File: src/swa_pkg.sv
package swa_pkg;

    localparam int WIN_W     = 8;
    localparam int FRAC_BITS = 8;

    localparam logic [WIN_W-1:0] WINDOW_RESET = 8'd100;

endpackage

File: src/swa_ring.sv
module swa_ring #(
    parameter int DEPTH = 128,
    parameter int WIDTH = 16
) (
    input  logic                     clk,
    input  logic                     wr_en,
    input  logic [$clog2(DEPTH)-1:0] wr_addr,
    input  logic [WIDTH-1:0]         wr_data,
    input  logic                     rd_en,
    input  logic [$clog2(DEPTH)-1:0] rd_addr,
    output logic [WIDTH-1:0]         rd_data
);

    logic [WIDTH-1:0] mem [DEPTH];
    logic [WIDTH-1:0] rd_data_reg;

    always_ff @(posedge clk)
    begin
        if (rd_en)
        begin
            rd_data_reg <= mem[rd_addr];
        end
        if (wr_en)
        begin
            mem[wr_addr] <= wr_data;
        end
    end

    assign rd_data = rd_data_reg;

endmodule

File: src/swa_div.sv
module swa_div #(
    parameter int SAMPLE_BITS = 16,
    parameter int SUM_W       = 24
) (
    input  logic                          clk,
    input  logic                          rst_n,
    input  logic                          start,
    input  logic [SUM_W-1:0]              sum,
    input  logic [swa_pkg::WIN_W-1:0]     divisor,
    output logic                          done,
    output logic [SAMPLE_BITS+swa_pkg::FRAC_BITS-1:0] quotient
);

    import swa_pkg::*;

    localparam int AVG_W = SAMPLE_BITS + FRAC_BITS;
    localparam int CNT_W = $clog2(AVG_W);

    logic             busy_reg;
    logic             done_reg;
    logic [CNT_W-1:0] cnt_reg;
    logic [WIN_W-1:0] rem_reg;
    logic [WIN_W-1:0] rem_next;
    logic [AVG_W-1:0] acc_reg;
    logic [WIN_W-1:0] div_reg;
    logic [WIN_W:0]   trial;
    logic             qbit;

    always_comb
    begin
        trial = {rem_reg, acc_reg[AVG_W-1]};
        qbit  = trial >= {1'b0, div_reg};
        if (qbit)
        begin
            rem_next = WIN_W'(trial - {1'b0, div_reg});
        end
        else
        begin
            rem_next = trial[WIN_W-1:0];
        end
    end

    always_ff @(posedge clk or negedge rst_n)
    begin
        if (!rst_n)
        begin
            busy_reg <= 1'b0;
            done_reg <= 1'b0;
            cnt_reg  <= '0;
        end
        else
        begin
            done_reg <= 1'b0;
            if (start)
            begin
                busy_reg <= 1'b1;
                cnt_reg  <= '0;
            end
            else if (busy_reg)
            begin
                cnt_reg <= cnt_reg + 1'b1;
                if (cnt_reg == CNT_W'(AVG_W - 1))
                begin
                    busy_reg <= 1'b0;
                    done_reg <= 1'b1;
                end
            end
        end
    end

    always_ff @(posedge clk)
    begin
        if (start)
        begin
            rem_reg <= WIN_W'(sum >> SAMPLE_BITS);
            acc_reg <= {sum[SAMPLE_BITS-1:0], {FRAC_BITS{1'b0}}};
            div_reg <= divisor;
        end
        else if (busy_reg)
        begin
            rem_reg <= rem_next;
            acc_reg <= {acc_reg[AVG_W-2:0], qbit};
        end
    end

    assign done     = done_reg;
    assign quotient = acc_reg;

endmodule

File: src/sliding_window_average_core.sv
// channel | direction | handshake              | payload
// --------+-----------+------------------------+---------------------
// in      | input     | in_valid / in_stall    | sample, first_of_set
// out     | output    | out_valid / out_stall  | average
// cfg     | input     | cfg_valid / cfg_ready  | window_len
//
// One sample at a time: each sample is taken in S_IDLE and updates the sum in S_READ;
// one that gives a result then waits in S_DIV for the bit-serial divider, which
// makes SAMPLE_BITS + 8 quotient bits, one quotient bit a cycle.
// Reset clears the pointer, fill count and sum and sets the window to 100.
// A finished result waits in the output register under out_stall while the
// next sample is taken; the divider holds its quotient if that register is busy.
module sliding_window_average_core #(
    parameter int MAX_WINDOW  = 128,
    parameter int SAMPLE_BITS = 16
) (
    input  logic                                     clk,
    input  logic                                     rst_n,
    input  logic                                     in_valid,
    output logic                                     in_stall,
    input  logic [SAMPLE_BITS-1:0]                   sample,
    input  logic                                     first_of_set,
    output logic                                     out_valid,
    input  logic                                     out_stall,
    output logic [SAMPLE_BITS+swa_pkg::FRAC_BITS-1:0] average,
    input  logic                                     cfg_valid,
    output logic                                     cfg_ready,
    input  logic [swa_pkg::WIN_W-1:0]                window_len
);

    import swa_pkg::*;

    localparam int PTR_W = $clog2(MAX_WINDOW);
    localparam int SUM_W = SAMPLE_BITS + $clog2(MAX_WINDOW + 1);
    localparam int AVG_W = SAMPLE_BITS + FRAC_BITS;
    localparam int WMAX  = (MAX_WINDOW < 255) ? MAX_WINDOW : 255;
    localparam int AW    = ((PTR_W > WIN_W) ? PTR_W : WIN_W) + 1;

    typedef enum logic [1:0] {
        S_IDLE,
        S_READ,
        S_DIV,
        S_HOLD
    } state_t;

    state_t           state_reg;
    logic [WIN_W-1:0] ws_reg;
    logic [PTR_W-1:0] wp_reg;
    logic [WIN_W-1:0] fill_reg;
    logic [SUM_W-1:0] sum_reg;
    logic [SAMPLE_BITS-1:0] sample_reg;
    logic             drop_reg;
    logic             emit_reg;
    logic             out_valid_reg;
    logic [AVG_W-1:0] average_reg;

    logic [WIN_W-1:0] w_eff;
    logic [WIN_W-1:0] fill_adj;
    logic [WIN_W-1:0] fill_next;
    logic             drop;
    logic [PTR_W-1:0] wp_next;
    logic [AW-1:0]    wp_ext;
    logic [AW-1:0]    w_ext;
    logic [AW-1:0]    old_ext;
    logic [PTR_W-1:0] oldest;
    logic [SUM_W-1:0] sum_next;
    logic [SAMPLE_BITS-1:0] rd_data;
    logic             in_take;
    logic             cfg_take;
    logic             out_free;
    logic             out_load;
    logic             div_start;
    logic             div_done;
    logic [AVG_W-1:0] quotient;

    always_comb
    begin
        priority if (ws_reg == '0)
        begin
            w_eff = WIN_W'(1);
        end
        else if (int'(ws_reg) > WMAX)
        begin
            w_eff = WIN_W'(WMAX);
        end
        else
        begin
            w_eff = ws_reg;
        end
    end

    assign cfg_ready = (state_reg == S_IDLE);
    assign cfg_take  = cfg_valid && cfg_ready;
    assign in_stall  = (state_reg != S_IDLE) || cfg_valid;
    assign in_take   = in_valid && !in_stall;
    assign out_free  = !out_valid_reg || !out_stall;
    assign out_load  = (((state_reg == S_DIV) && div_done) || (state_reg == S_HOLD))
                     && out_free;

    assign fill_adj  = first_of_set ? '0 : fill_reg;
    assign drop      = fill_adj >= w_eff;
    assign fill_next = drop ? fill_adj : fill_adj + 1'b1;
    assign wp_next   = (wp_reg == PTR_W'(MAX_WINDOW - 1)) ? '0 : wp_reg + 1'b1;

    always_comb
    begin
        wp_ext = AW'(wp_reg);
        w_ext  = AW'(w_eff);
        if (wp_ext >= w_ext)
        begin
            old_ext = wp_ext - w_ext;
        end
        else
        begin
            old_ext = wp_ext + AW'(MAX_WINDOW) - w_ext;
        end
        oldest = old_ext[PTR_W-1:0];
    end

    assign sum_next  = sum_reg - (drop_reg ? SUM_W'(rd_data) : SUM_W'(0))
                     + SUM_W'(sample_reg);
    assign div_start = (state_reg == S_READ) && emit_reg;

    swa_ring #(
        .DEPTH (MAX_WINDOW),
        .WIDTH (SAMPLE_BITS)
    ) u_ring (
        .clk     (clk),
        .wr_en   (in_take),
        .wr_addr (wp_reg),
        .wr_data (sample),
        .rd_en   (in_take),
        .rd_addr (oldest),
        .rd_data (rd_data)
    );

    swa_div #(
        .SAMPLE_BITS (SAMPLE_BITS),
        .SUM_W       (SUM_W)
    ) u_div (
        .clk      (clk),
        .rst_n    (rst_n),
        .start    (div_start),
        .sum      (sum_next),
        .divisor  (w_eff),
        .done     (div_done),
        .quotient (quotient)
    );

    always_ff @(posedge clk or negedge rst_n)
    begin
        if (!rst_n)
        begin
            state_reg     <= S_IDLE;
            ws_reg        <= WINDOW_RESET;
            wp_reg        <= '0;
            fill_reg      <= '0;
            sum_reg       <= '0;
            drop_reg      <= 1'b0;
            emit_reg      <= 1'b0;
            out_valid_reg <= 1'b0;
        end
        else
        begin
            if (out_load)
            begin
                out_valid_reg <= 1'b1;
            end
            else if (out_valid_reg && !out_stall)
            begin
                out_valid_reg <= 1'b0;
            end
            unique case (state_reg)
                S_IDLE:
                begin
                    if (cfg_take)
                    begin
                        ws_reg   <= window_len;
                        fill_reg <= '0;
                        sum_reg  <= '0;
                    end
                    else if (in_take)
                    begin
                        sum_reg   <= first_of_set ? '0 : sum_reg;
                        fill_reg  <= fill_next;
                        wp_reg    <= wp_next;
                        drop_reg  <= drop;
                        emit_reg  <= fill_next >= w_eff;
                        state_reg <= S_READ;
                    end
                end
                S_READ:
                begin
                    sum_reg   <= sum_next;
                    state_reg <= emit_reg ? S_DIV : S_IDLE;
                end
                S_DIV:
                begin
                    if (div_done)
                    begin
                        state_reg <= out_free ? S_IDLE : S_HOLD;
                    end
                end
                S_HOLD:
                begin
                    if (out_free)
                    begin
                        state_reg <= S_IDLE;
                    end
                end
                default:
                begin
                    state_reg <= S_IDLE;
                end
            endcase
        end
    end

    always_ff @(posedge clk)
    begin
        if (out_load)
        begin
            average_reg <= quotient;
        end
        if (state_reg == S_IDLE && in_take)
        begin
            sample_reg <= sample;
        end
    end

    assign out_valid = out_valid_reg;
    assign average   = average_reg;

endmodule
File: config.mk
export PLATFORM = sky130hd
export DESIGN_NAME = sliding_window_average_core
export DESIGN_NICKNAME = d
export VERILOG_FILES = /design/src/swa_pkg.sv /design/src/swa_ring.sv /design/src/swa_div.sv /design/src/sliding_window_average_core.sv
export SDC_FILE = /design/constraint.sdc
export NUM_CORES = 2
export LEC_CHECK = 0
export BUFFER_PORTS_ARGS = -buffer_cell sky130_fd_sc_hd__clkbuf_2
export CORE_MARGIN = 2
export CORE_UTILIZATION = 40
export CTS_BUF_LIST = sky130_fd_sc_hd__clkbuf_2
export DETAILED_ROUTE_END_ITERATION = 10
export PLACE_DENSITY = 0.61
export RECOVER_POWER = 100
export SYNTH_ARGS = -nofsm -noshare
export SYNTH_HDL_FRONTEND = slang
export SYNTH_SLANG_ARGS = --single-unit
File: constraint.sdc
create_clock -name clk -period 3.5 [get_ports clk]
set_clock_uncertainty 0.15 [all_clocks]
set_input_delay 0.525 -clock clk [delete_from_list [all_inputs] [get_ports clk]]
set_output_delay 0.525 -clock clk [all_outputs]
set_load 0.02 [all_outputs]
==> summary.md <==
| Metric | Value |
|---|---|
| Clock net sink count | `2203` |
| Worst EP required | `approximately 4.9 ns` |
| Drt wl/cell | `about 27 um` |
| Ports | `between 50 and 60` |
| HPWL after detailed placement | `148000 um` |
| # rows | `around 170` |
| Starting Density | `about two fifths` |
| Synth area leaders | `edfxtp_1, mux4_2, nand2_1` |
| Yosys top cell area share | `73.3%` |
| I/O Buffers | `56` |
| RePlAce Congestion | `roughly 0.90` |
| Crit Path Max Fanout | `6` |
| Core Util, Final | `between 40% and 50%` |
| Yosys warning count | `0` |
| Status | `finished, violations left` |
| CTS Buffer Depth | `4` |
| Worst min path class | `flip-flop to flip-flop` |
| Final min period | `4.43 ns` |
| Drt pass-1 iters | `6` |
| Routed wire length | `242000 um` |
| Clock Pin Slew Worst Setup and Hold Paths | `0.10 ns` |
| Sequential fraction of the synthesis area | `between 70% and 80%` |
| Fin Setup TNS | `-64.00 ns` |
| Die Wd | `472 um` |
| First-pass GRT wire length | `349000 um` |
| Top FF cell, synth | `edfxtp_1` |
| Design Area, Final | `0.104 sq mm` |
| Unique masters post-synth | `64` |
| Failing checks | `max-capacitance violations, max-slew violations, negative setup slack` |
| Total Die Area | `0.223 sq mm` |
| Startpoint Class | `flip-flop` |
| Mapped Avg Cell Area | `about 19 sq um` |
| Post-synthesis cell count | `4584` |
| Async set or reset register ratio after synthesis | `2.68%` |
| Endpoints failing hold | `0` |
| Layout cells sized above 1 | `about two fifths` |
| Most flops, register | `u_ring.mem` |
| Clk_lat worst skew | `approximately 1.9 ns` |
| CTS Buf Count | `565` |
| Tot GR Track Use | `21.6%` |
| DRT iter0 DRCs | `about 5400` |
| Worst-Margin Slew | `3.56 ns` |
| Critical Path AT | `5.79 ns` |
| Final worst slack | `-0.932 ns` |
| Largest net degree at the start of global routing | `130` |
| Post-DR vias/cell | `approximately 5.5` |
| Max cap viols | `16` |
| Vias in the first global route | `50700` |
| Core area | `approximately 0.22 sq mm` |
| Crit share post-route | `127%` |
| Grt total ovfl | `0` |
| Synthesized Nets | `about 4700` |
| Post-Place Cell Area | `0.0965 sq mm` |
| Slew Viols, Final | `899` |
| Die H | `472 um` |
| Clock root cell | `clkbuf_2` |
| Post-synth EDFFs | `approximately 2100` |
| Antenna Violating Nets Remaining | `0` |
| Area growth, synth to finish | `19.3%` |
| Max Freq | `226 MHz` |
| Rel. slew slack | `-137%` |
| H-Tree Depth | `6` |
| Layout fillers | `18400` |
| CP endpoint kind | `flip-flop` |
| Max reg flops | `2048` |
| Number of remaining DRC errors | `0` |
| CTS tree | `yes` |
| Initial antenna violation count | `10` |
| Crit Path Class | `flip-flop to flip-flop` |
| RSZ-0062 raised after global routing | `yes` |
| #FFs+latches synth | `2203` |
| Nets | `5908` |
| Final setup viols | `394` |
| Post-Syn Area | `0.0876 sq mm` |
| Post-synth top area cell | `edfxtp_1` |
| Vias | `49700` |
-- cells in the mapped netlist, types with 33 or more instances --
cell type	n
a21oi_1	90
nand4_1	43
nand3_1	144
mux2i_1	42
o21ai_0	65
dfrtp_1	56
and3_1	33
a211oi_1	64
clkbuf_1	115
edfxtp_1	2136
nor2_1	188
mux4_2	514
ha_1	57
buf_2	81
nand2_1	482
inv_1	106
-- critical path, cell delays in order, from the launching register on --
cell	delay (ns)
dfrtp_1	0.43
nor4_4	0.29
a21oi_2	0.11
nor2_4	0.18
buf_6	0.13
ha_4	0.12
inv_2	0.03
fa_4	0.83
buf_12	0.18
buf_16	0.16
buf_8	0.14
buf_6	0.11
mux4_2	0.31
mux2i_1	0.19
a211oi_2	0.14
o21ai_4	0.34
buf_6	0.14
nand4_1	0.07
-- kinds of logic (layout without fill, tap and decap cells) --
| logic type | after synthesis | in the layout | share of synthesized area [%] |
|---|---|---|---|
| flip-flops | 2203 | 2203 | 75.1 |
| AND/OR/NAND/NOR | 1021 | 1021 | 5.22 |
| multiplexers | 570 | 570 | 13.9 |
| buffers and inverters | 339 | 1901 | 1.65 |
| AO/OA/AOI/OAI | 327 | 327 | 2.37 |
| adder cells (fa/ha/maj) | 75 | 75 | 1.23 |
| XOR/XNOR | 49 | 49 | 0.524 |
| other | 0 | 12 | 0 |
-- stage by stage --
stage	hold WS (ns)	setup slack, ns	std cells
after floorplan	0.0794	-0.0147	4584
after global placement	0.208	-2.04	7909
after detailed placement	0.211	-1.77	7910
after CTS	0.00285	-1.01	8985
after global routing	0.136	-1.14	9008
final	0.269	-0.932	9012
-- cell type report --
cell class,instances,area [sq um],share of cell area [%]
clock inverters,108,722,0.691
multi-input cells,2042,21700,20.8
repair buffers,883,8220,7.87
clock buffers,802,4010,3.84
inverters,108,405,0.388
flip-flops and latches,2203,65800,63.0
well taps,2854,3570,3.42
diodes,12,30.0,0.0288
-- path summary, 6_finish.rpt --
path / start / slack [ns] / end / cells past startpoint
max: ws_reg[1] / -0.93 / u_ring.rd_data[15] / 17
min: u_div.quotient[22] / 0.27 / average[22] / 0
max reg2reg: ws_reg[1] / -0.93 / u_ring.rd_data[15] / 17
min reg2reg: u_div.quotient[22] / 0.27 / average[22] / 0
max in group asynchronous: rst_n / 1.19 / sum_reg[14] / 6
min in group asynchronous: rst_n / 0.65 / sum_reg[10] / 5
-- timing repair --
item	in CTS	in global routing
endpoints found under the setup margin	41	62
setup buffers	64	28
pin swaps	86	98
hold endpoints to repair	4261	0
hold buffers	97	0
gates resized for setup	281	103
cloned	12	2
-- layout by cell type, fill, tap and decap left out, drive strengths merged, types with 11 or more instances in the layout --
cell type	count
nand4	43
clkbuf	901
a211oi	64
and3	33
xor2	18
and2	31
nor3	13
mux4	514
clkinv	83
nor2	191
buf	700
nand2	483
dlygate4sd3	83
diode	12
a21oi	92
a22o	18
a21o	18
a21boi	11
xnor2	31
dfrtp	56
fa	18
bufinv	11
mux2	14
inv	121
nand2b	14
o21ai	68
a31oi	28
ha	57
nor4	11
edfxtp	2136
mux2i	42
nand3	144
nor2b	32
-- routing by layer --
metal / up-vias / global-route usage, % / share of wire [%]
met1: 25900 / 29.8 / 41
met3: 417 / 4.95 / 8.5
met5: - / 0 / 0.0037
met2: 2251 / 33.9 / 47
li1: 21100 / - / -
met4: 2 / 7.16 / 3.0
Power is not shown: default switching activity piles up to over one toggle a cycle in this logic, so the estimate is an artifact.
